$ cat src/design/slce_pkg.sv
// ----------------------------------------------------------------------------
// slce_pkg
// Shared types and constants for the stuffed, checksummed line encoder.
// ----------------------------------------------------------------------------
package slce_pkg;

   localparam logic [15:0] CRC_POLY    = 16'h8408;
   localparam logic [7:0]  FLAG_BYTE   = 8'h7E;
   localparam logic [2:0]  STUFF_LIMIT = 3'd5;

   typedef enum logic [1:0] {
      CMD_START    = 2'd0,
      CMD_DATA     = 2'd1,
      CMD_CHECKSUM = 2'd2,
      CMD_CLOSE    = 2'd3
   } command_type;

   typedef enum logic [2:0] {
      PK_NONE   = 3'd0,
      PK_CLEAR  = 3'd1,
      PK_BIT    = 3'd2,
      PK_PAD    = 3'd3,
      PK_FINISH = 3'd4
   } pk_op_type;

   typedef struct packed {
      pk_op_type op;
      logic      bit_one;
      logic      close;
   } pk_ctl_type;

   typedef struct packed {
      logic clear;
      logic step;
      logic bit_in;
   } crc_ctl_type;

endpackage

$ cat src/design/slce_crc.sv
// ----------------------------------------------------------------------------
// slce_crc
// Bit-serial reflected crc-16 register, one data bit per step, lsb first.
// ----------------------------------------------------------------------------
module slce_crc
   import slce_pkg::*;
(
   input  logic        clock,
   input  logic        reset,
   input  crc_ctl_type crc_ctl,
   output logic [15:0] check_value
);

   logic [15:0] check_ff;
   logic [15:0] check_in;

   always_comb begin
      check_in = check_ff;
      if (crc_ctl.clear) begin
         check_in = '0;
      end else if (crc_ctl.step) begin
         check_in = {1'b0, check_ff[15:1]} ^
                    ((check_ff[0] ^ crc_ctl.bit_in) ? CRC_POLY : 16'h0000);
      end
   end

   always_ff @(posedge clock) begin
      if (reset) begin
         check_ff <= '0;
      end else begin
         check_ff <= check_in;
      end
   end

   assign check_value = check_ff;

endmodule

$ cat src/design/slce_packer.sv
// ----------------------------------------------------------------------------
// slce_packer
// Turns line bits into symbols, packs them into line bytes and holds the
// newest byte back until it is known whether it ends the request.
// ----------------------------------------------------------------------------
module slce_packer
   import slce_pkg::*;
(
   input  logic       clock,
   input  logic       reset,
   input  pk_ctl_type pk_ctl,
   output logic       pk_go,
   output logic       rsp_valid,
   input  logic       rsp_stall,
   output logic [7:0] rsp_line_byte,
   output logic       rsp_last_of_item,
   output logic       rsp_frame_done
);

   logic [7:0] shift_ff, shift_in;
   logic [2:0] count_ff, count_in;
   logic       hold_valid_ff, hold_valid_in;
   logic [7:0] hold_byte_ff, hold_byte_in;
   logic       out_valid_ff, out_valid_in;
   logic [7:0] out_byte_ff, out_byte_in;
   logic       out_last_ff, out_last_in;
   logic       out_done_ff, out_done_in;

   logic [7:0] bit_shift;
   logic [2:0] bit_count;
   logic       bit_emit;
   logic [7:0] bit_byte;
   logic [3:0] pad_n;
   logic [7:0] pad_byte;
   logic       emit;
   logic [7:0] emit_byte;
   logic       need_out;
   logic       out_free;

   // up to three symbols per line bit
   always_comb begin
      logic       act;
      logic       sym;
      bit_shift = shift_ff;
      bit_count = count_ff;
      bit_emit  = 1'b0;
      bit_byte  = shift_ff;
      for (int j = 0; j < 3; j++) begin
         act = (j != 2) || pk_ctl.bit_one;
         sym = (j == 2) || ((j == 1) && !pk_ctl.bit_one);
         if (act) begin
            bit_shift = {sym, bit_shift[7:1]};
            if (bit_count == 3'd7) begin
               bit_emit  = 1'b1;
               bit_byte  = bit_shift;
               bit_count = 3'd0;
            end else begin
               bit_count = bit_count + 3'd1;
            end
         end
      end
   end

   assign pad_n    = 4'd8 - {1'b0, count_ff};
   assign pad_byte = (shift_ff >> pad_n) | ~(8'hFF >> pad_n);

   always_comb begin
      emit      = 1'b0;
      emit_byte = bit_byte;
      case (pk_ctl.op)
         PK_BIT: begin
            emit = bit_emit;
         end
         PK_PAD: begin
            emit      = (count_ff != 3'd0);
            emit_byte = pad_byte;
         end
         default: begin
            emit = 1'b0;
         end
      endcase
   end

   assign out_free = !out_valid_ff || !rsp_stall;
   assign need_out = (pk_ctl.op == PK_FINISH) ? hold_valid_ff : (emit && hold_valid_ff);
   assign pk_go    = !need_out || out_free;

   always_comb begin
      shift_in      = shift_ff;
      count_in      = count_ff;
      hold_valid_in = hold_valid_ff;
      hold_byte_in  = hold_byte_ff;
      out_valid_in  = out_valid_ff && rsp_stall;
      out_byte_in   = out_byte_ff;
      out_last_in   = out_last_ff;
      out_done_in   = out_done_ff;
      if (pk_go) begin
         if (need_out) begin
            out_valid_in = 1'b1;
            out_byte_in  = hold_byte_ff;
            out_last_in  = (pk_ctl.op == PK_FINISH);
            out_done_in  = (pk_ctl.op == PK_FINISH) && pk_ctl.close;
         end
         case (pk_ctl.op)
            PK_CLEAR: begin
               shift_in      = '0;
               count_in      = '0;
               hold_valid_in = 1'b0;
            end
            PK_BIT: begin
               shift_in = bit_shift;
               count_in = bit_count;
            end
            PK_PAD: begin
               if (count_ff != 3'd0) begin
                  shift_in = pad_byte;
                  count_in = 3'd0;
               end
            end
            PK_FINISH: begin
               hold_valid_in = 1'b0;
            end
            default: begin
               shift_in = shift_ff;
            end
         endcase
         if (emit) begin
            hold_valid_in = 1'b1;
            hold_byte_in  = emit_byte;
         end
      end
   end

   always_ff @(posedge clock) begin
      if (reset) begin
         shift_ff      <= '0;
         count_ff      <= '0;
         hold_valid_ff <= 1'b0;
         out_valid_ff  <= 1'b0;
      end else begin
         shift_ff      <= shift_in;
         count_ff      <= count_in;
         hold_valid_ff <= hold_valid_in;
         out_valid_ff  <= out_valid_in;
      end
   end

   always_ff @(posedge clock) begin
      hold_byte_ff <= hold_byte_in;
      out_byte_ff  <= out_byte_in;
      out_last_ff  <= out_last_in;
      out_done_ff  <= out_done_in;
   end

   assign rsp_valid        = out_valid_ff;
   assign rsp_line_byte    = out_byte_ff;
   assign rsp_last_of_item = out_last_ff;
   assign rsp_frame_done   = out_done_ff;

endmodule

$ cat src/design/stuffed_crc_line_encoder.sv
// ----------------------------------------------------------------------------
// stuffed_crc_line_encoder
// Bit-stuffing crc-16 line encoder: one line bit per cycle unless rsp stalls.
//
//   channel  direction  ports
//   req      in         req_valid, req_stall, req_command, req_data_byte
//   rsp      out        rsp_valid, rsp_stall, rsp_line_byte,
//                       rsp_last_of_item, rsp_frame_done
//
// a request is taken while idle; the sequencer then sends each line bit
// (stuffed bits included), pads the last line byte on close and finishes.
// req_stall is high whenever a request is in work; synchronous reset.
// a stalled rsp holds the sequencer only when a finished line byte must move.
// ----------------------------------------------------------------------------
module stuffed_crc_line_encoder
   import slce_pkg::*;
(
   input  logic       clock,
   input  logic       reset,
   input  logic       req_valid,
   output logic       req_stall,
   input  logic [1:0] req_command,
   input  logic [7:0] req_data_byte,
   output logic       rsp_valid,
   input  logic       rsp_stall,
   output logic [7:0] rsp_line_byte,
   output logic       rsp_last_of_item,
   output logic       rsp_frame_done
);

   typedef enum logic [5:0] {
      ST_IDLE   = 6'b000001,
      ST_FLAG   = 6'b000010,
      ST_DATA   = 6'b000100,
      ST_STUFF  = 6'b001000,
      ST_PAD    = 6'b010000,
      ST_FINISH = 6'b100000
   } state_type;

   state_type   state_ff, state_in;
   command_type cmd_ff, cmd_in;
   logic [2:0]  idx_ff, idx_in;
   logic [2:0]  ones_ff, ones_in;
   logic [7:0]  byte_ff, byte_in;
   logic [7:0]  high_ff, high_in;
   logic        second_ff, second_in;

   pk_ctl_type  pk_ctl;
   crc_ctl_type crc_ctl;
   logic        pk_go;
   logic [15:0] check_value;
   logic        accept;
   logic        data_bit;
   logic [2:0]  ones_next;
   logic        stuff;

   assign req_stall = (state_ff != ST_IDLE);
   assign accept    = req_valid && (state_ff == ST_IDLE);
   assign data_bit  = byte_ff[3'd7 - idx_ff];
   assign ones_next = data_bit ? (ones_ff + 3'd1) : 3'd0;
   assign stuff     = data_bit && (ones_next >= STUFF_LIMIT);

   always_comb begin
      state_in  = state_ff;
      cmd_in    = cmd_ff;
      idx_in    = idx_ff;
      ones_in   = ones_ff;
      byte_in   = byte_ff;
      high_in   = high_ff;
      second_in = second_ff;
      pk_ctl.op      = PK_NONE;
      pk_ctl.bit_one = 1'b0;
      pk_ctl.close   = (cmd_ff == CMD_CLOSE);
      crc_ctl.clear  = 1'b0;
      crc_ctl.step   = 1'b0;
      crc_ctl.bit_in = byte_ff[idx_ff];
      case (state_ff)
         ST_IDLE: begin
            if (accept) begin
               cmd_in    = command_type'(req_command);
               idx_in    = 3'd0;
               second_in = 1'b0;
               case (command_type'(req_command))
                  CMD_START: begin
                     pk_ctl.op     = PK_CLEAR;
                     crc_ctl.clear = 1'b1;
                     ones_in       = 3'd0;
                     state_in      = ST_FLAG;
                  end
                  CMD_DATA: begin
                     byte_in  = req_data_byte;
                     state_in = ST_DATA;
                  end
                  CMD_CHECKSUM: begin
                     byte_in  = check_value[7:0];
                     high_in  = check_value[15:8];
                     state_in = ST_DATA;
                  end
                  default: begin
                     state_in = ST_FLAG;
                  end
               endcase
            end
         end
         ST_FLAG: begin
            pk_ctl.op      = PK_BIT;
            pk_ctl.bit_one = FLAG_BYTE[3'd7 - idx_ff];
            if (pk_go) begin
               idx_in = idx_ff + 3'd1;
               if (idx_ff == 3'd7) begin
                  state_in = (cmd_ff == CMD_CLOSE) ? ST_PAD : ST_FINISH;
               end
            end
         end
         ST_DATA: begin
            pk_ctl.op      = PK_BIT;
            pk_ctl.bit_one = data_bit;
            crc_ctl.step   = pk_go;
            if (pk_go) begin
               ones_in = stuff ? 3'd0 : ones_next;
               if (stuff) begin
                  state_in = ST_STUFF;
               end else begin
                  idx_in = idx_ff + 3'd1;
                  if (idx_ff == 3'd7) begin
                     if ((cmd_ff == CMD_CHECKSUM) && !second_ff) begin
                        byte_in   = high_ff;
                        second_in = 1'b1;
                     end else begin
                        state_in = ST_FINISH;
                     end
                  end
               end
            end
         end
         ST_STUFF: begin
            pk_ctl.op      = PK_BIT;
            pk_ctl.bit_one = 1'b0;
            if (pk_go) begin
               idx_in   = idx_ff + 3'd1;
               state_in = ST_DATA;
               if (idx_ff == 3'd7) begin
                  if ((cmd_ff == CMD_CHECKSUM) && !second_ff) begin
                     byte_in   = high_ff;
                     second_in = 1'b1;
                  end else begin
                     state_in = ST_FINISH;
                  end
               end
            end
         end
         ST_PAD: begin
            pk_ctl.op = PK_PAD;
            if (pk_go) begin
               state_in = ST_FINISH;
            end
         end
         ST_FINISH: begin
            pk_ctl.op = PK_FINISH;
            if (pk_go) begin
               state_in = ST_IDLE;
            end
         end
         default: begin
            state_in = ST_IDLE;
         end
      endcase
   end

   always_ff @(posedge clock) begin
      if (reset) begin
         state_ff  <= ST_IDLE;
         ones_ff   <= '0;
         idx_ff    <= '0;
         second_ff <= 1'b0;
         cmd_ff    <= CMD_START;
      end else begin
         state_ff  <= state_in;
         ones_ff   <= ones_in;
         idx_ff    <= idx_in;
         second_ff <= second_in;
         cmd_ff    <= cmd_in;
      end
   end

   always_ff @(posedge clock) begin
      byte_ff <= byte_in;
      high_ff <= high_in;
   end

   slce_crc u_crc (
      .clock       (clock),
      .reset       (reset),
      .crc_ctl     (crc_ctl),
      .check_value (check_value)
   );

   slce_packer u_packer (
      .clock            (clock),
      .reset            (reset),
      .pk_ctl           (pk_ctl),
      .pk_go            (pk_go),
      .rsp_valid        (rsp_valid),
      .rsp_stall        (rsp_stall),
      .rsp_line_byte    (rsp_line_byte),
      .rsp_last_of_item (rsp_last_of_item),
      .rsp_frame_done   (rsp_frame_done)
   );

endmodule

$ cat config.mk
export PLATFORM = sky130hd
export DESIGN_NAME = stuffed_crc_line_encoder
export DESIGN_NICKNAME = d
export VERILOG_FILES = /design/src/design/slce_pkg.sv /design/src/design/slce_crc.sv /design/src/design/slce_packer.sv /design/src/design/stuffed_crc_line_encoder.sv
export SDC_FILE = /design/constraint.sdc
export NUM_CORES = 1
export LEC_CHECK = 0
export BUFFER_PORTS_ARGS = -buffer_cell sky130_fd_sc_hd__buf_2
export CAP_MARGIN = 20
export CORE_UTILIZATION = 50
export DETAILED_ROUTE_END_ITERATION = 8
export HOLD_SLACK_MARGIN = 0.12
export PLACE_DENSITY = 0.71
export SYNTH_ARGS = -nofsm -noshare
export SYNTH_HDL_FRONTEND = slang
export SYNTH_SLANG_ARGS = --single-unit
$ cat constraint.sdc
create_clock -name clock -period 3.5 [get_ports clock]
set_input_delay 0.7 -clock clock [delete_from_list [all_inputs] [get_ports clock]]
set_output_delay 0.7 -clock clock [all_outputs]
set_load 0.05 [all_outputs]
After elaboration in Yosys (flattened, before gate mapping)
Memories as Yosys holds them, arrays and structs flattened.
Index checks and enable logic that the tools add are counted.

storage, ports and cells
  memories = 1
  register bits after elaboration = 78
  output and inout bits = 12
  input port bits = 14
  ROM bits = 8

memories
  memory           words  bits a word  read ports  clocked after memory_dff  write ports  RTL line                         source
  (no name shown)  8      1            1           0                         0            stuffed_crc_line_encoder.sv:107  pk_ctl.bit_one = FLAG_BYTE[3'd7 - idx_ff];

operators by class
  bitwise logic cells = 4
  order comparisons = 3
  equality and inequality tests = 33
  reductions and logical operators = 36
  shift-type cells = 2
  mux-type cells = 79
  $add $sub $neg = 7

operators by type and width
  cell                 count
  $mux 8               13
  $mux 6               13
  $pmux 8 s3           2
  $mux 3               15
  $pmux 6 s6           1
  $mux 1               24
  $pmux 3 s3           2
  $mux 16              1
  $ne 2x2->1 const B   8
  $pmux 8 s2           1
  $xor 15x16->16       1
  $add 3x1->3 const B  5
  $eq 3x3->1 const B   5
  $pmux 3 s4           1
  $reduce_bool 3->1    4
  $reduce_and 5->1     2
  $reduce_and 9->1     1
  $lt 3x4->1 const B   2
  $not 8->8            1
  $or 8x8->8           1
  $reduce_and 2->1     4
  $reduce_or 2->1      4
  $shr 8x4->8          1
  $shr 8x4->8 const A  1
  other kinds (31)     51

Depth between registers and ports, before layout
Gate-level depths: netlist of run 1.

  word-level depth = 14
  mapped depth = 14

Hierarchy
From an unflattened synthesis of run 1, not the netlist that was laid out.

second synthesis, totals
  cell total of the unflattened synthesis = 462
  area, all modules = 4584.4 um^2

by module, submodules not included
  module                    cells each  area each (um^2)  times used
  slce_packer               206         1998.2            1
  stuffed_crc_line_encoder  196         1953.1            1
  slce_crc                  60          633.1             1

Worst setup path before layout of run 1
No wires, ideal clock.

  path type = register to register
  start point = reg u_packer.count_ff[0]
  end point = reg u_packer.out_done_ff, in the netlist u_packer.rsp_frame_done, enable pin
  clock period less this slack = 3156 ps
  data arrival time = 2776 ps
  stages on the path, launching flop included = 13
  setup time = 380 ps
  setup slack = 344 ps
  cells stage by stage = dfxtp_1 clkbuf_1 inv_1 ha_1 inv_1 fa_1 inv_1 ha_1 nor2_1 o22ai_1 o21ai_1 a21bo_2 a21oi_1

on the way
  word-level cells in the longest chain between the ends = 13
  elaborated cells on any way between the ends = 18

ends and longest elaborated chain
  what                                              RTL line                              source
  start: declaration                                slce_packer.sv:21                     logic [2:0] count_ff, count_in;
  start signal: assignment                          slce_packer.sv:142                    count_ff <= count_in;
  $add 3x1->3 / $eq 3x3->1 (equally long branches)  slce_packer.sv:58, slce_packer.sv:53
  $mux 3                                            slce_packer.sv:53                     if (bit_count == 3'd7) begin
  $add 3x1->3 / $eq 3x3->1 (equally long branches)  slce_packer.sv:58, slce_packer.sv:53
  $mux 3                                            slce_packer.sv:53
  $eq 3x3->1                                        slce_packer.sv:53
  $mux 1                                            slce_packer.sv:53
  $mux 1                                            slce_packer.sv:51                     if (act) begin
  $pmux 1 s2 *                                      slce_packer.sv:70                     case (pk_ctl.op)
  $logic_and 1x1->1 *                               slce_packer.sv:85                     assign need_out = (pk_ctl.op == PK_FINISH) ? hold_valid_ff : (emit && hold_valid_ff);
  $mux 1 *                                          slce_packer.sv:85
  $logic_not 1->1                                   slce_packer.sv:86                     assign pk_go = !need_out || out_free;
  $logic_or 1x1->1                                  slce_packer.sv:86
  $reduce_and 2->1 (no source line) *               -
  end signal: assignment                            slce_packer.sv:152                    out_done_ff <= out_done_in;
  end: declaration                                  slce_packer.sv:27                     logic out_done_ff, out_done_in;

Mark *: on every way between the ends. The rest lies on a longest branch, timed or not.
A chain may end at the register's enable or synchronous reset.

Worst setup path in the final report of run 1
  start point = reg u_packer.count_ff[0]
  end point = reg u_packer.hold_byte_ff[7], enable pin

on the way
  word-level cells in the longest chain between the ends = 13
  elaborated cells on any way between the ends = 18

ends and longest elaborated chain
  what                                              RTL line                              source
  $add 3x1->3 / $eq 3x3->1 (equally long branches)  slce_packer.sv:58, slce_packer.sv:53
  $mux 3                                            slce_packer.sv:53
  $add 3x1->3 / $eq 3x3->1 (equally long branches)  slce_packer.sv:58, slce_packer.sv:53
  $mux 3                                            slce_packer.sv:53
  $eq 3x3->1                                        slce_packer.sv:53
  $mux 1                                            slce_packer.sv:53
  $mux 1                                            slce_packer.sv:51
  $pmux 1 s2 *                                      slce_packer.sv:70
  $logic_and 1x1->1                                 slce_packer.sv:85
  $mux 1                                            slce_packer.sv:85
  $logic_not 1->1                                   slce_packer.sv:86
  $logic_or 1x1->1                                  slce_packer.sv:86
  $reduce_and 2->1 (no source line) *               -
  end signal: assignment                            slce_packer.sv:149                    hold_byte_ff <= hold_byte_in;
  end: declaration                                  slce_packer.sv:23                     logic [7:0] hold_byte_ff, hold_byte_in;

Marked as above.

==> tab_implementation.tex, run 1 <==
\begin{tabular}{lr}
\hline
Metric & Value \\
\hline
\multicolumn{2}{l}{\textbf{Synth}} \\
Syn avg cell area & 9.928 um\^{}2 \\
Yosys top cell area share & 22.26\% \\
Async set or reset register ratio after synthesis & 0\% \\
Cell type with the largest total area after synthesis & sky130\_fd\_sc\_hd\_\_edfxtp\_1 \\
YS warnings & 0 \\
Number of register bits inferred by synthesis & 78 \\
Sequential fraction of the synthesis area & 41.46\% \\
Count of unique library cells instantiated by Yosys & 70 \\
Syn Nets & 495 \\
Dominant register cell in the synthesized netlist & sky130\_fd\_sc\_hd\_\_dfxtp\_1 \\
Synth top area cells & sky130\_fd\_sc\_hd\_\_edfxtp\_1, sky130\_fd\_sc\_hd\_\_dfxtp\_1, sky130\_fd\_sc\_hd\_\_mux2i\_1, sky130\_fd\_sc\_hd\_\_ha\_1, sky130\_fd\_sc\_hd\_\_nor2\_1 \\
Syn Std Cell Area & 4587 um\^{}2 \\
Number of synthesized flops with an enable pin & 34 \\
Synthesized instance count & 462 \\
\multicolumn{2}{l}{\textbf{Setup path}} \\
Setup slack of the worst register-to-register path & 0.50 ns \\
Max stage delay cell, worst path & sky130\_fd\_sc\_hd\_\_nor2\_1 \\
Worst-path maximum fanout & 8 \\
Cells traversed along the worst timing path & inv\_1 > ha\_1 > inv\_1 > fa\_1 > inv\_1 > ha\_1 > a41oi\_1 > o31a\_1 > o21ai\_1 > nor2\_1 \\
Crit Reg-Reg Endpoint & u\_packer.hold\_byte\_ff[7]\$\_DFFE\_PP\_ \\
Crit path largest cell delay & 0.51 ns \\
CP Data Arrival Time & 2.99 ns \\
Required time worst endpoint & 3.49 ns \\
Startpoint of the most critical register-to-register path & u\_packer.count\_ff[0]\$\_SDFFE\_PP0P\_ \\
Critical Setup Path Class & reg -> reg \\
Critical path startpoint category & flip-flop \\
Most frequent cell on the critical path & sky130\_fd\_sc\_hd\_\_inv\_1 \\
R2R cell count & 10 \\
Endpoint class of the critical path & flip-flop \\
\multicolumn{2}{l}{\textbf{Status}} \\
Violated checks & DRC \\
Status & finished, violations left \\
\multicolumn{2}{l}{\textbf{Min path}} \\
Sink of the worst hold path & u\_packer.rsp\_line\_byte[3]\$\_DFFE\_PP\_ \\
Number of instances on the worst hold path & 0 \\
Hold\_sp & u\_packer.hold\_byte\_ff[3]\$\_DFFE\_PP\_ \\
Hold Path Class & reg -> reg \\
\multicolumn{2}{l}{\textbf{Placed design}} \\
Number of buffer cells added on primary ports & 25 \\
Weighted congestion reported at the end of routability-driven placement & 0.8482 \\
Post-DP HPWL & 6.872 mm \\
Placement-stage cell area & 4733 um\^{}2 \\
\multicolumn{2}{l}{\textbf{Routing}} \\
Detailed Route WL & 9.503 mm \\
Number of antenna-violating nets in the routed design & 0 \\
Iteration-0 DRC Markers & 225 \\
1st-pass router iterations & 7 \\
Average wire per standard cell & 16.27 um \\
Routed via count divided by cell count & 6.072 \\
\# DRC & 6 \\
Via count of the routed design & 3546 \\
\multicolumn{2}{l}{\textbf{STA}} \\
Final setup skew & 0.01590 ns \\
Final Cycle Share & 85.63\% \\
Setup TNS & 0 ns \\
Fin. max-slew vios & 0 \\
Final worst path period need & 2.997 ns \\
Setup repair after global routing missed its margin & false \\
Worst-margin pin slew & 0.6543 ns \\
Worst-case headroom to the max-slew limit & 56.38\% \\
Maximum clock rate & 333.7 MHz \\
Final setup fails & 0 \\
Count of endpoints failing hold in the final timing report & 0 \\
\multicolumn{2}{l}{\textbf{Die}} \\
FP Rows & 34 \\
Number of ports placed on the die boundary & 26 \\
Die Outline Area & 9561 um\^{}2 \\
Die W & 97.78 um \\
DIE HEIGHT & 97.78 um \\
Initial core utilization & 52.09\% \\
Core area & 8806 um\^{}2 \\
\multicolumn{2}{l}{\textbf{Job}} \\
Maximum Capacitance Violations & 0 \\
\multicolumn{2}{l}{\textbf{Layout}} \\
Area occupied by registers & 1902 um\^{}2 \\
Number of diodes added for antenna fixing & 0 \\
Nets & 504 \\
Multi-input gate area & 2466 um\^{}2 \\
Post-layout utilization of the core & 55.98\% \\
Fill cell total of the finished layout & 763 \\
Layout overhead on the synthesized area & 7.474\% \\
Share of post-route cells with drive strength above 1 & 14.71\% \\
Layout Cell Area excl Fill & 4930 um\^{}2 \\
\multicolumn{2}{l}{\textbf{GRT}} \\
Via count of the first global-routing pass & 3263 \\
Total congestion overflow & 0 \\
Largest net degree at the start of global routing & 35 \\
Number of antenna violations at the first check in global routing & 0 \\
First-pass GRT wire length & 15.97 mm \\
Total global routing track utilization & 21.02\% \\
\multicolumn{2}{l}{\textbf{Pwr}} \\
Leakage power of the design & 1.760 nW \\
Switching portion of total power & 36.16\% \\
Cell Pwr Density & 536.7 nW/um\^{}2 \\
Cell-internal power & 0.001689 W \\
Switching power of the nets & 0.0009566 W \\
Worst IR Drop VDD & 234.4 uV \\
Clock Power Share & 24.9\% \\
Fraction of power consumed by combinational cells & 30.4\% \\
Sequential share of power & 44.7\% \\
\multicolumn{2}{l}{\textbf{Clock tree}} \\
Number of buffers on the longest clock path & 2 \\
Number of clock sinks & 78 \\
Post-CTS setup-driven buffer insertion count & 0 \\
Clock tree from TritonCTS & yes \\
H-tree Lvls & 3 \\
Hold buffer count at cts & 0 \\
Clock latency reported for the late side of the worst-skew pair & 0.37 ns \\
Cell at the root of the clock tree & sky130\_fd\_sc\_hd\_\_clkbuf\_8 \\
Clock-pin slew of the registers on the worst-case setup and hold paths & 0.08 ns \\
Number of buffers created by CTS & 9 \\
CTS resizes & 0 \\
\hline
\end{tabular}
-- registers in the layout (all words and copies together) (netlist names) --
| name | cells |
|---|---|
| u_packer.shift_ff | 8 |
| high_ff | 8 |
| u_crc.check_value | 16 |
| ones_ff | 3 |
| u_packer.rsp_frame_done | 1 |
| u_packer.rsp_line_byte | 8 |
| cmd_ff | 2 |
| u_packer.hold_valid_ff | 1 |
| u_packer.count_ff | 3 |
| idx_ff | 3 |
| state_ff | 6 |
| u_packer.rsp_valid | 1 |
| u_packer.rsp_last_of_item | 1 |
| u_packer.hold_byte_ff | 8 |
| second_ff | 1 |
| byte_ff | 8 |
-- power by group through the flow --
stage	sequential, W	combinational, W	clock (W)
3_5_place_dp	0.00120	0.000792	0
5_1_grt	0.00120	0.000887	0.000712
6_report	0.00118	0.000804	0.000658
4_1_cts	0.00118	0.000796	0.000677
2_1_floorplan	0.00111	0.000715	0
3_3_place_gp	0.00120	0.000779	0
-- synthesized netlist by cell type (5+ instances only) --
master	number
sky130_fd_sc_hd__a21oi_1	34
sky130_fd_sc_hd__and3_1	9
sky130_fd_sc_hd__dfxtp_1	44
sky130_fd_sc_hd__a311oi_1	6
sky130_fd_sc_hd__buf_1	6
sky130_fd_sc_hd__ha_1	18
sky130_fd_sc_hd__mux4_2	5
sky130_fd_sc_hd__mux2i_1	45
sky130_fd_sc_hd__a211oi_1	9
sky130_fd_sc_hd__edfxtp_1	34
sky130_fd_sc_hd__nand2_1	20
sky130_fd_sc_hd__nor2_1	53
sky130_fd_sc_hd__o21ai_0	14
sky130_fd_sc_hd__clkbuf_1	15
sky130_fd_sc_hd__o211ai_1	6
sky130_fd_sc_hd__nand2b_1	6
sky130_fd_sc_hd__nor2b_1	6
sky130_fd_sc_hd__nor3_1	7
sky130_fd_sc_hd__a31oi_1	5
sky130_fd_sc_hd__inv_1	18
sky130_fd_sc_hd__nand3_1	10
-- final cells by class --
| cell class | count | area share [%] |
|---|---|---|
| clock buffer | 10 | 3.020 |
| clock inverter | 6 | 0.9645 |
| inverter | 18 | 1.371 |
| multi-input combinational | 334 | 50.03 |
| sequential | 78 | 38.58 |
| tap | 108 | 2.741 |
| timing repair buffer | 30 | 3.299 |
-- placed cells by master (no fill, tap or decap), types with 4 or more instances in the layout --
master                     synthesis  final
sky130_fd_sc_hd__mux2i_1          45     45
sky130_fd_sc_hd__edfxtp_1         34     34
sky130_fd_sc_hd__a21oi_1          34     34
sky130_fd_sc_hd__buf_2             4     25
sky130_fd_sc_hd__clkbuf_8          0      9
sky130_fd_sc_hd__a22oi_1           4      4
sky130_fd_sc_hd__a211oi_1          9      8
sky130_fd_sc_hd__dfxtp_1          44     44
sky130_fd_sc_hd__xnor2_1           4      4
sky130_fd_sc_hd__ha_1             18     18
sky130_fd_sc_hd__o211ai_1          6      6
sky130_fd_sc_hd__buf_4             4      5
sky130_fd_sc_hd__a311oi_1          6      6
sky130_fd_sc_hd__nor2_1           53     53
sky130_fd_sc_hd__and2_1            4      4
sky130_fd_sc_hd__nand3_1          10     10
sky130_fd_sc_hd__nor3_1            7      7
sky130_fd_sc_hd__a31oi_1           5      5
sky130_fd_sc_hd__nor2b_1           6      6
sky130_fd_sc_hd__nand2b_1          6      6
sky130_fd_sc_hd__nand2_1          20     20
sky130_fd_sc_hd__and3_1            9      9
sky130_fd_sc_hd__o21ai_0          14     14
sky130_fd_sc_hd__inv_1            18     18
sky130_fd_sc_hd__mux4_2            5      5
-- how the worst max path moves through the flow --
stage	from	to	slack, ns
6_report	u_packer.count_ff[0]$_SDFFE_PP0P_	u_packer.hold_byte_ff[7]$_DFFE_PP_	0.50
2_1_floorplan	u_packer.count_ff[0]$_SDFFE_PP0P_	u_packer.rsp_frame_done$_DFFE_PP_	0.34
5_1_grt	u_packer.count_ff[0]$_SDFFE_PP0P_	u_packer.hold_byte_ff[6]$_DFFE_PP_	0.29
4_1_cts	u_packer.count_ff[0]$_SDFFE_PP0P_	u_packer.hold_byte_ff[7]$_DFFE_PP_	0.50
3_3_place_gp	u_packer.count_ff[0]$_SDFFE_PP0P_	u_packer.hold_byte_ff[0]$_DFFE_PP_	0.64
3_5_place_dp	u_packer.count_ff[0]$_SDFFE_PP0P_	u_packer.hold_byte_ff[0]$_DFFE_PP_	0.53
-- logic make-up (layout without fill, tap and decap cells) --
group | count (synthesis) | after routing | share of synthesized area, %
XOR/XNOR | 5 | 5 | 0.9547
flip-flops | 78 | 78 | 41.46
AO/OA/AOI/OAI | 117 | 117 | 17.98
adder cells (fa/ha/maj) | 19 | 19 | 5.347
buffers and inverters | 50 | 64 | 4.882
AND/OR/NAND/NOR | 140 | 140 | 16.37
multiplexers | 53 | 53 | 13.01
-- critical path: cells and delay by family (launching register included) --
kind / cells / cell delay, ns
buf+inv: 3 / 0.25
fa+ha+maj: 3 / 0.90
compound gates: 3 / 0.64
simple gates: 1 / 0.51
flops: 1 / 0.33
-- per-stage QoR --
step	instances	hold slack, ns	setup WS (ns)	total power [W]
after floorplan	462	0.4003	0.3438	0.001829
after global placement	568	0.4024	0.6375	0.001975
after detailed placement	568	0.4045	0.5313	0.001996
after CTS	584	0.4273	0.5009	0.002654
after global routing	584	0.4282	0.2862	0.002798
final	584	0.4229	0.5031	0.002646
-- layer usage --
layer	wire, um	track usage [%]	vias to the layer above
met5	0	0	-
met4	110	6.643	0
met3	504	4.295	13
met2	4546	34.59	107
met1	4342	27.91	1686
li1	-	-	1740
Power figures use the tool's default switching activity.
==> run 2: changes to the inputs <==
--- a/config.mk
+++ b/config.mk
@@ -10,7 +10,7 @@
 export CORE_UTILIZATION = 50
 export DETAILED_ROUTE_END_ITERATION = 8
 export HOLD_SLACK_MARGIN = 0.12
-export PLACE_DENSITY = 0.71
+export PLACE_DENSITY = 0.67
 export SYNTH_ARGS = -nofsm -noshare
 export SYNTH_HDL_FRONTEND = slang
 export SYNTH_SLANG_ARGS = --single-unit
==> tab_implementation.tex, run 2 (same netlist as run 1, synthesis figures left out) <==
\begin{tabular}{lr}
\hline
Metric & Value \\
\hline
\multicolumn{2}{l}{\textbf{Status}} \\
Status & finished, violations left \\
Violated checks & DRC \\
\multicolumn{2}{l}{\textbf{Clock tree}} \\
Clock-pin slew of the registers on the worst-case setup and hold paths & 0.09 ns (about the same) \\
Cell at the root of the clock tree & sky130\_fd\_sc\_hd\_\_clkbuf\_8 \\
Number of buffers created by CTS & 9 (unchanged) \\
H-tree Lvls & 3 (unchanged) \\
Clock latency reported for the late side of the worst-skew pair & 0.35 ns (-0.02 ns) \\
Hold buffer count at cts & 0 (unchanged) \\
CTS resizes & 0 (unchanged) \\
Number of buffers on the longest clock path & 2 (unchanged) \\
Number of clock sinks & 78 (unchanged) \\
Post-CTS setup-driven buffer insertion count & 0 (unchanged) \\
Clock tree from TritonCTS & yes \\
\multicolumn{2}{l}{\textbf{GRT}} \\
First-pass GRT wire length & 16.35 mm (+2.3\%) \\
Via count of the first global-routing pass & 3396 (+4.1\%) \\
Largest net degree at the start of global routing & 35 (unchanged) \\
Total global routing track utilization & 21.35\% (+0.33 points) \\
Total congestion overflow & 0 (unchanged) \\
Number of antenna violations at the first check in global routing & 0 (unchanged) \\
\multicolumn{2}{l}{\textbf{Job}} \\
Maximum Capacitance Violations & 0 (unchanged) \\
\multicolumn{2}{l}{\textbf{Die}} \\
FP Rows & 34 (unchanged) \\
Die Outline Area & 9561 um\^{}2 (unchanged) \\
Die W & 97.78 um (unchanged) \\
DIE HEIGHT & 97.78 um (unchanged) \\
Number of ports placed on the die boundary & 26 (unchanged) \\
Core area & 8806 um\^{}2 (unchanged) \\
Initial core utilization & 52.09\% (unchanged) \\
\multicolumn{2}{l}{\textbf{Setup path}} \\
Required time worst endpoint & 3.48 ns (about the same) \\
Critical path startpoint category & flip-flop \\
Worst-path maximum fanout & 8 (unchanged) \\
Most frequent cell on the critical path & sky130\_fd\_sc\_hd\_\_inv\_1 \\
Setup slack of the worst register-to-register path & 0.45 ns (-0.05 ns) \\
Critical Setup Path Class & reg -> reg \\
Max stage delay cell, worst path & sky130\_fd\_sc\_hd\_\_nor2\_1 \\
Cells traversed along the worst timing path & inv\_1 > ha\_1 > inv\_1 > fa\_1 > inv\_1 > ha\_1 > a41oi\_1 > o31a\_1 > o21ai\_1 > nor2\_1 \\
Endpoint class of the critical path & flip-flop \\
Crit path largest cell delay & 0.50 ns (about the same) \\
CP Data Arrival Time & 3.03 ns (+0.04 ns) \\
\multicolumn{2}{l}{\textbf{STA}} \\
Worst-case headroom to the max-slew limit & 56.77\% (+0.38 points) \\
Final worst path period need & 3.048 ns (+0.05106 ns) \\
Crit path setup slack, layout & 0.4520 ns (-0.05106 ns) \\
Final setup skew & 0.01554 ns (-0.0003586 ns) \\
Worst-margin pin slew & 0.6485 ns (-0.005773 ns) \\
Setup repair after global routing missed its margin & false \\
Count of endpoints failing hold in the final timing report & 0 (unchanged) \\
Setup TNS & 0 ns (unchanged) \\
Maximum clock rate & 328.1 MHz (-1.7\%) \\
Final Cycle Share & 87.09\% (+1.5 points) \\
Hold slack & 0.4224 ns (-0.0004340 ns) \\
Final setup fails & 0 (unchanged) \\
Fin. max-slew vios & 0 (unchanged) \\
\multicolumn{2}{l}{\textbf{Pwr}} \\
Leakage power of the design & 1.749 nW (-0.61\%) \\
PnR Total Power & 0.002628 W (-0.68\%) \\
Cell Pwr Density & 534.7 nW/um\^{}2 (-0.38\%) \\
Worst IR Drop VDD & 322.8 uV (+38\%) \\
\multicolumn{2}{l}{\textbf{Layout}} \\
Layout overhead on the synthesized area & 7.147\% \\
Share of post-route cells with drive strength above 1 & 14.71\% (unchanged) \\
Final Instance Count excl. Fillers & 584 (unchanged) \\
Most used cells in the layout excluding fill and tap cells & sky130\_fd\_sc\_hd\_\_nor2\_1, sky130\_fd\_sc\_hd\_\_mux2i\_1, sky130\_fd\_sc\_hd\_\_dfxtp\_1 \\
Most common library cell in the layout ignoring fill and taps & sky130\_fd\_sc\_hd\_\_nor2\_1 \\
Flip-flop count of the largest register, all copies and words added & 16 (unchanged) \\
Fill cell total of the finished layout & 773 (+1.3\%) \\
Number of diodes added for antenna fixing & 0 (unchanged) \\
Nets & 504 (unchanged) \\
\multicolumn{2}{l}{\textbf{Placed design}} \\
Dpl cells & 568 (unchanged) \\
Weighted congestion reported at the end of routability-driven placement & 0.8328 (-1.8\%) \\
Place WS & 0.5012 ns (-0.03011 ns) \\
Post-DP HPWL & 7.048 mm (+2.6\%) \\
Number of buffer cells added on primary ports & 25 (unchanged) \\
\multicolumn{2}{l}{\textbf{Routing}} \\
Via count of the routed design & 3579 (+0.93\%) \\
Routed via count divided by cell count & 6.128 (+0.93\%) \\
Average wire per standard cell & 16.83 um (+3.4\%) \\
1st-pass router iterations & 8 (+1) \\
\# DRC & 2 (-4) \\
Number of antenna-violating nets in the routed design & 0 (unchanged) \\
Detailed Route WL & 9.830 mm (+3.4\%) \\
Iteration-0 DRC Markers & 290 (+29\%) \\
\multicolumn{2}{l}{\textbf{Min path}} \\
Hold Path Class & reg -> reg \\
\hline
\end{tabular}
run 2: cell count changes in the layout (fill, tap and decap cells not counted), sizes merged:
| cell | before | now |
|---|---|---|
| clkinvlp | 1 | 2 |
| clkbuf | 10 | 9 |
run 2: cell type report:
cell class / instances / area [um^2] / share of cell area (%)
clock buffer: 9 / 123.9 / 2.520
multi-input combinational: 334 / 2466 / 50.18
inverter: 18 / 67.56 / 1.375
clock inverter: 7 / 57.56 / 1.171
timing repair buffer: 30 / 162.7 / 3.310
sequential: 78 / 1902 / 38.70
tap: 108 / 135.1 / 2.750
run 2: path summary, 6_finish.rpt:
path              depth (start not counted)                          startpoint                             endpoint
setup reg to reg                         10   u_packer.count_ff[0]$_SDFFE_PP0P_   u_packer.hold_byte_ff[5]$_DFFE_PP_
hold reg to reg                           0  u_packer.hold_byte_ff[7]$_DFFE_PP_  u_packer.rsp_line_byte[7]$_DFFE_PP_
hold / removal                            0  u_packer.hold_byte_ff[7]$_DFFE_PP_  u_packer.rsp_line_byte[7]$_DFFE_PP_
setup / recovery                         10   u_packer.count_ff[0]$_SDFFE_PP0P_   u_packer.hold_byte_ff[5]$_DFFE_PP_
run 2: per-stage QoR:
step	util [%]	area, um^2
after detailed placement	53.75	4733
after global routing	55.81	4915
after CTS	55.81	4915
after global placement	53.75	4733
final	55.81	4915
after floorplan	-	4587
run 2: routing by layer:
layer / vias to the layer above / global-route usage (%) / wire [um]
met2: 117 / 33.88 / 4612
met1: 1700 / 28.70 / 4499
li1: 1742 / - / -
met3: 20 / 3.722 / 518
met5: - / 0 / 0
met4: 0 / 9.557 / 199
run 2: critical path: cells and delay by family, from the launching register on:
kind                       cells  cell delay, ns
AOI/OAI and AO/OA              3            0.63
buffers and inverters          3            0.28
and+or+nand+nor                1            0.50
DFF                            1            0.38
adders and majority gates      3            0.90
run 2: report_power, final:
part / internal [W] / leakage (nW) / switching [W]
registers: 0.00105 / 0.665 / 0.000135
clock network: 0.000267 / 0.0881 / 0.000366
logic: 0.000335 / 0.995 / 0.000478
==> run 3: changes to the inputs <==
--- a/config.mk
+++ b/config.mk
@@ -9,8 +9,9 @@
 export CAP_MARGIN = 20
 export CORE_UTILIZATION = 50
 export DETAILED_ROUTE_END_ITERATION = 8
-export HOLD_SLACK_MARGIN = 0.12
+export HOLD_SLACK_MARGIN = 0.1
 export PLACE_DENSITY = 0.67
 export SYNTH_ARGS = -nofsm -noshare
 export SYNTH_HDL_FRONTEND = slang
+export SYNTH_HIERARCHICAL = 1
 export SYNTH_SLANG_ARGS = --single-unit
==> tab_implementation.tex, run 3 <==
\begin{tabular}{lr}
\hline
Metric & Value \\
\hline
\multicolumn{2}{l}{\textbf{Clock tree}} \\
Post-CTS setup-driven buffer insertion count & 0 (unchanged) \\
Clock-pin slew of the registers on the worst-case setup and hold paths & 0.10 ns (about the same) \\
Number of buffers on the longest clock path & 2 (unchanged) \\
Clock tree from TritonCTS & yes \\
Clock latency reported for the late side of the worst-skew pair & 0.37 ns (+0.02 ns) \\
Number of buffers created by CTS & 9 (unchanged) \\
Number of clock sinks & 78 (unchanged) \\
H-tree Lvls & 3 (unchanged) \\
Cell at the root of the clock tree & sky130\_fd\_sc\_hd\_\_clkbuf\_8 \\
\multicolumn{2}{l}{\textbf{STA}} \\
Count of endpoints failing hold in the final timing report & 0 (unchanged) \\
Hold slack & 0.4296 ns (+0.007191 ns) \\
Setup repair after global routing missed its margin & false \\
Setup TNS & 0 ns (unchanged) \\
Worst-case headroom to the max-slew limit & 44.41\% (-12 points) \\
Maximum clock rate & 295.9 MHz (-9.8\%) \\
Fin. max-slew vios & 0 (unchanged) \\
Final Cycle Share & 96.56\% (+9.5 points) \\
Final worst path period need & 3.380 ns (+0.3315 ns) \\
Worst-margin pin slew & 0.8339 ns (+0.1854 ns) \\
Final setup skew & 0.02104 ns (+0.005501 ns) \\
Final setup fails & 0 (unchanged) \\
\multicolumn{2}{l}{\textbf{Synth}} \\
Sequential fraction of the synthesis area & 41.48\% (about the same) \\
Cell type with the largest total area after synthesis & sky130\_fd\_sc\_hd\_\_edfxtp\_1 \\
Share of synthesized area spent on multiplexers & 14.85\% (+1.8 points) \\
Most common cell in the synthesized netlist & sky130\_fd\_sc\_hd\_\_nor2\_1 \\
Synth top area cells & sky130\_fd\_sc\_hd\_\_edfxtp\_1, sky130\_fd\_sc\_hd\_\_dfxtp\_1, sky130\_fd\_sc\_hd\_\_mux2i\_1, sky130\_fd\_sc\_hd\_\_nor2\_1, sky130\_fd\_sc\_hd\_\_ha\_1 \\
Syn Std Cell Area & 4584 um\^{}2 (about the same) \\
Leading cell types by count after synthesis & sky130\_fd\_sc\_hd\_\_nor2\_1, sky130\_fd\_sc\_hd\_\_dfxtp\_1, sky130\_fd\_sc\_hd\_\_mux2i\_1 \\
Xor/xnor cell area share of the yosys netlist & 1.146\% (+0.19 points) \\
Syn avg cell area & 9.923 um\^{}2 (about the same) \\
YS warnings & 6 (+6) \\
Async set or reset register ratio after synthesis & 0\% (unchanged) \\
Dominant register cell in the synthesized netlist & sky130\_fd\_sc\_hd\_\_dfxtp\_1 \\
Compound-cell area share of the yosys netlist & 15.37\% (-2.6 points) \\
Arithmetic-cell share of the synthesized area counting full adders, half adders and majority gates & 5.076\% (-0.27 points) \\
Synthesized instance count & 462 (unchanged) \\
Number of synthesized flops with an enable pin & 34 (unchanged) \\
Simple-gate share of the synthesized area & 17.55\% (+1.2 points) \\
Count of unique library cells instantiated by Yosys & 78 (+11\%) \\
Yosys top cell area share & 22.27\% (about the same) \\
Number of register bits inferred by synthesis & 78 (unchanged) \\
Combinational family with the most area after synthesis & simple AND/OR/NAND/NOR gates \\
Syn Nets & 494 (-0.20\%) \\
\multicolumn{2}{l}{\textbf{Layout}} \\
Number of diodes added for antenna fixing & 0 (unchanged) \\
Fill cell total of the finished layout & 801 (+3.6\%) \\
Share of post-route cells with drive strength above 1 & 20.33\% (+5.6 points) \\
Final Instance Count excl. Fillers & 600 (+2.7\%) \\
Layout Cell Area excl Fill & 5059 um\^{}2 (+2.9\%) \\
Flip-flop count of the largest register, all copies and words added & 16 (unchanged) \\
Nets & 519 (+3.0\%) \\
Most common library cell in the layout ignoring fill and taps & sky130\_fd\_sc\_hd\_\_nor2\_1 \\
Most used cells in the layout excluding fill and tap cells & sky130\_fd\_sc\_hd\_\_nor2\_1, sky130\_fd\_sc\_hd\_\_dfxtp\_1, sky130\_fd\_sc\_hd\_\_mux2i\_1 \\
Layout overhead on the synthesized area & 10.34\% \\
\multicolumn{2}{l}{\textbf{Die}} \\
Die W & 97.76 um (about the same) \\
Core area & 8806 um\^{}2 (unchanged) \\
FP Rows & 34 (unchanged) \\
Initial core utilization & 52.06\% (about the same) \\
Die Outline Area & 9556 um\^{}2 (about the same) \\
Number of ports placed on the die boundary & 26 (unchanged) \\
DIE HEIGHT & 97.76 um (about the same) \\
\multicolumn{2}{l}{\textbf{Setup path}} \\
Critical Setup Path Class & reg -> reg \\
Endpoint class of the critical path & flip-flop \\
Required time worst endpoint & 3.77 ns (+0.29 ns) \\
CP Data Arrival Time & 3.65 ns (+0.62 ns) \\
Worst-path maximum fanout & 9 (+1) \\
Critical path startpoint category & flip-flop \\
\multicolumn{2}{l}{\textbf{Routing}} \\
Iteration-0 DRC Markers & 248 (-14\%) \\
DR WL met3 & 476 um (-8.1\%) \\
Top layer used by detailed routing & met4 \\
Average wire per standard cell & 16.36 um (-2.8\%) \\
Metal1 wirelength & 4.577 mm (+1.7\%) \\
Wire length on met2 & 4.640 mm (+0.61\%) \\
Number of antenna-violating nets in the routed design & 0 (unchanged) \\
Routed via count divided by cell count & 5.862 (-4.4\%) \\
Via count of the routed design & 3517 (-1.7\%) \\
1st-pass router iterations & 7 (-1) \\
\# DRC & 4 (+2) \\
Detailed Route WL & 9.816 mm (-0.14\%) \\
\multicolumn{2}{l}{\textbf{Pwr}} \\
Cell Pwr Density & 522.6 nW/um\^{}2 (-2.3\%) \\
Worst IR Drop VDD & 293.4 uV (-9.1\%) \\
Leakage power of the design & 1.830 nW (+4.7\%) \\
\multicolumn{2}{l}{\textbf{Status}} \\
Status & finished, violations left \\
Violated checks & DRC \\
\multicolumn{2}{l}{\textbf{Job}} \\
Maximum Capacitance Violations & 0 (unchanged) \\
\multicolumn{2}{l}{\textbf{GRT}} \\
Largest net degree at the start of global routing & 29 (-17\%) \\
Total global routing track utilization & 21.95\% (+0.60 points) \\
Total congestion overflow & 0 (unchanged) \\
Via count of the first global-routing pass & 3341 (-1.6\%) \\
First-pass GRT wire length & 16.59 mm (+1.5\%) \\
Number of antenna violations at the first check in global routing & 0 (unchanged) \\
\multicolumn{2}{l}{\textbf{Placed design}} \\
Weighted congestion reported at the end of routability-driven placement & 0.8780 (+5.4\%) \\
Number of buffer cells added on primary ports & 25 (unchanged) \\
Post-DP HPWL & 7.028 mm (-0.28\%) \\
Dpl cells & 584 (+2.8\%) \\
Placement-stage cell area & 4840 um\^{}2 (+2.2\%) \\
\multicolumn{2}{l}{\textbf{Min path}} \\
Hold Path Class & reg -> reg \\
\hline
\end{tabular}
[run 3: changes by cell type in the layout (fill, tap and decap cells not counted), sizes merged, moves of 4 or more]
cell / before / now
nand2: 20 / 27
o21ai: 17 / 26
buf: 30 / 43
o211ai: 7 / 0
or2: 1 / 5
mux2: 3 / 10
a311oi: 6 / 2
nor2: 53 / 60
mux2i: 45 / 41
[run 3: final cells by class]
| type | count | area (um^2) | share of cell area [%] |
|---|---|---|---|
| clock buffers | 10 | 148.9 | 2.943 |
| clock inverters | 6 | 56.30 | 1.113 |
| inverters | 14 | 52.55 | 1.039 |
| multi-input cells | 341 | 2501 | 49.44 |
| flip-flops and latches | 78 | 1904 | 37.65 |
| well taps | 108 | 135.1 | 2.671 |
| repair buffers | 43 | 260.3 | 5.145 |
[run 3: kinds of logic after synthesis]
family          count (synthesis)
mux                            58
buf+inv                        43
compound gates                104
simple gates                  155
xor+xnor                        6
fa+ha+maj                      18
flops                          78
[run 3: final timing paths]
| check | to | cells after the start | start | slack [ns] |
|---|---|---|---|---|
| worst max-delay path | state_ff[0]$_SDFFE_PP1P_ | 12 | state_ff[4]$_SDFFE_PP0P_ | 0.12 |
| worst min-delay path | u_packer/rsp_line_byte[1]$_DFFE_PP_ | 0 | u_packer/hold_byte_ff[1]$_DFFE_PP_ | 0.43 |
| worst max register to register | state_ff[0]$_SDFFE_PP1P_ | 12 | state_ff[4]$_SDFFE_PP0P_ | 0.12 |
| worst min register to register | u_packer/rsp_line_byte[1]$_DFFE_PP_ | 0 | u_packer/hold_byte_ff[1]$_DFFE_PP_ | 0.43 |
[run 3: what timing repair did]
item / 4_1_cts / 5_1_grt
gates resized for setup: 0 / 2
endpoints found under the setup margin: 0 / 1
hold buffers: 0 / 0
[run 3: metal layers]
| metal | GRT usage (%) | vias up |
|---|---|---|
| li1 | - | 1756 |
| met1 | 30.41 | 1671 |
| met2 | 33.99 | 79 |
| met3 | 6.013 | 11 |
| met4 | 5.828 | 0 |
| met5 | 0 | - |
[run 3: per-stage QoR]
step / setup slack [ns] / util [%] / power [W]
2_1_floorplan: 0.02524 / - / 0.001737
3_3_place_gp: 0.08092 / 54.96 / 0.001917
3_5_place_dp: 0.02280 / 54.96 / 0.001936
4_1_cts: 0.1447 / 57.29 / 0.002642
5_1_grt: 0.01445 / 57.45 / 0.002798
6_report: 0.1205 / 57.45 / 0.002643
[run 3: power by group]
part / switching [W] / internal [W] / total (W)
Clock: 0.000386 / 0.000319 / 0.000705
Combinational: 0.000498 / 0.000327 / 0.000825
Sequential: 0.0000749 / 0.00104 / 0.00111
Total: 0.000959 / 0.00168 / 0.00264
[run 3: worst max-delay path: stages (launching register included)]
cell,delay [ns]
sky130_fd_sc_hd__dfxtp_1,0.41
sky130_fd_sc_hd__or4_4,0.55
sky130_fd_sc_hd__or2_4,0.31
sky130_fd_sc_hd__o21ai_2,0.18
sky130_fd_sc_hd__a211o_1,0.17
sky130_fd_sc_hd__and3_1,0.17
sky130_fd_sc_hd__o21ai_1,0.07
sky130_fd_sc_hd__or2_4,0.25
sky130_fd_sc_hd__or2_4,0.23
sky130_fd_sc_hd__o32a_1,0.37
sky130_fd_sc_hd__o31ai_4,0.10
sky130_fd_sc_hd__nor2_2,0.10
sky130_fd_sc_hd__a311o_1,0.35
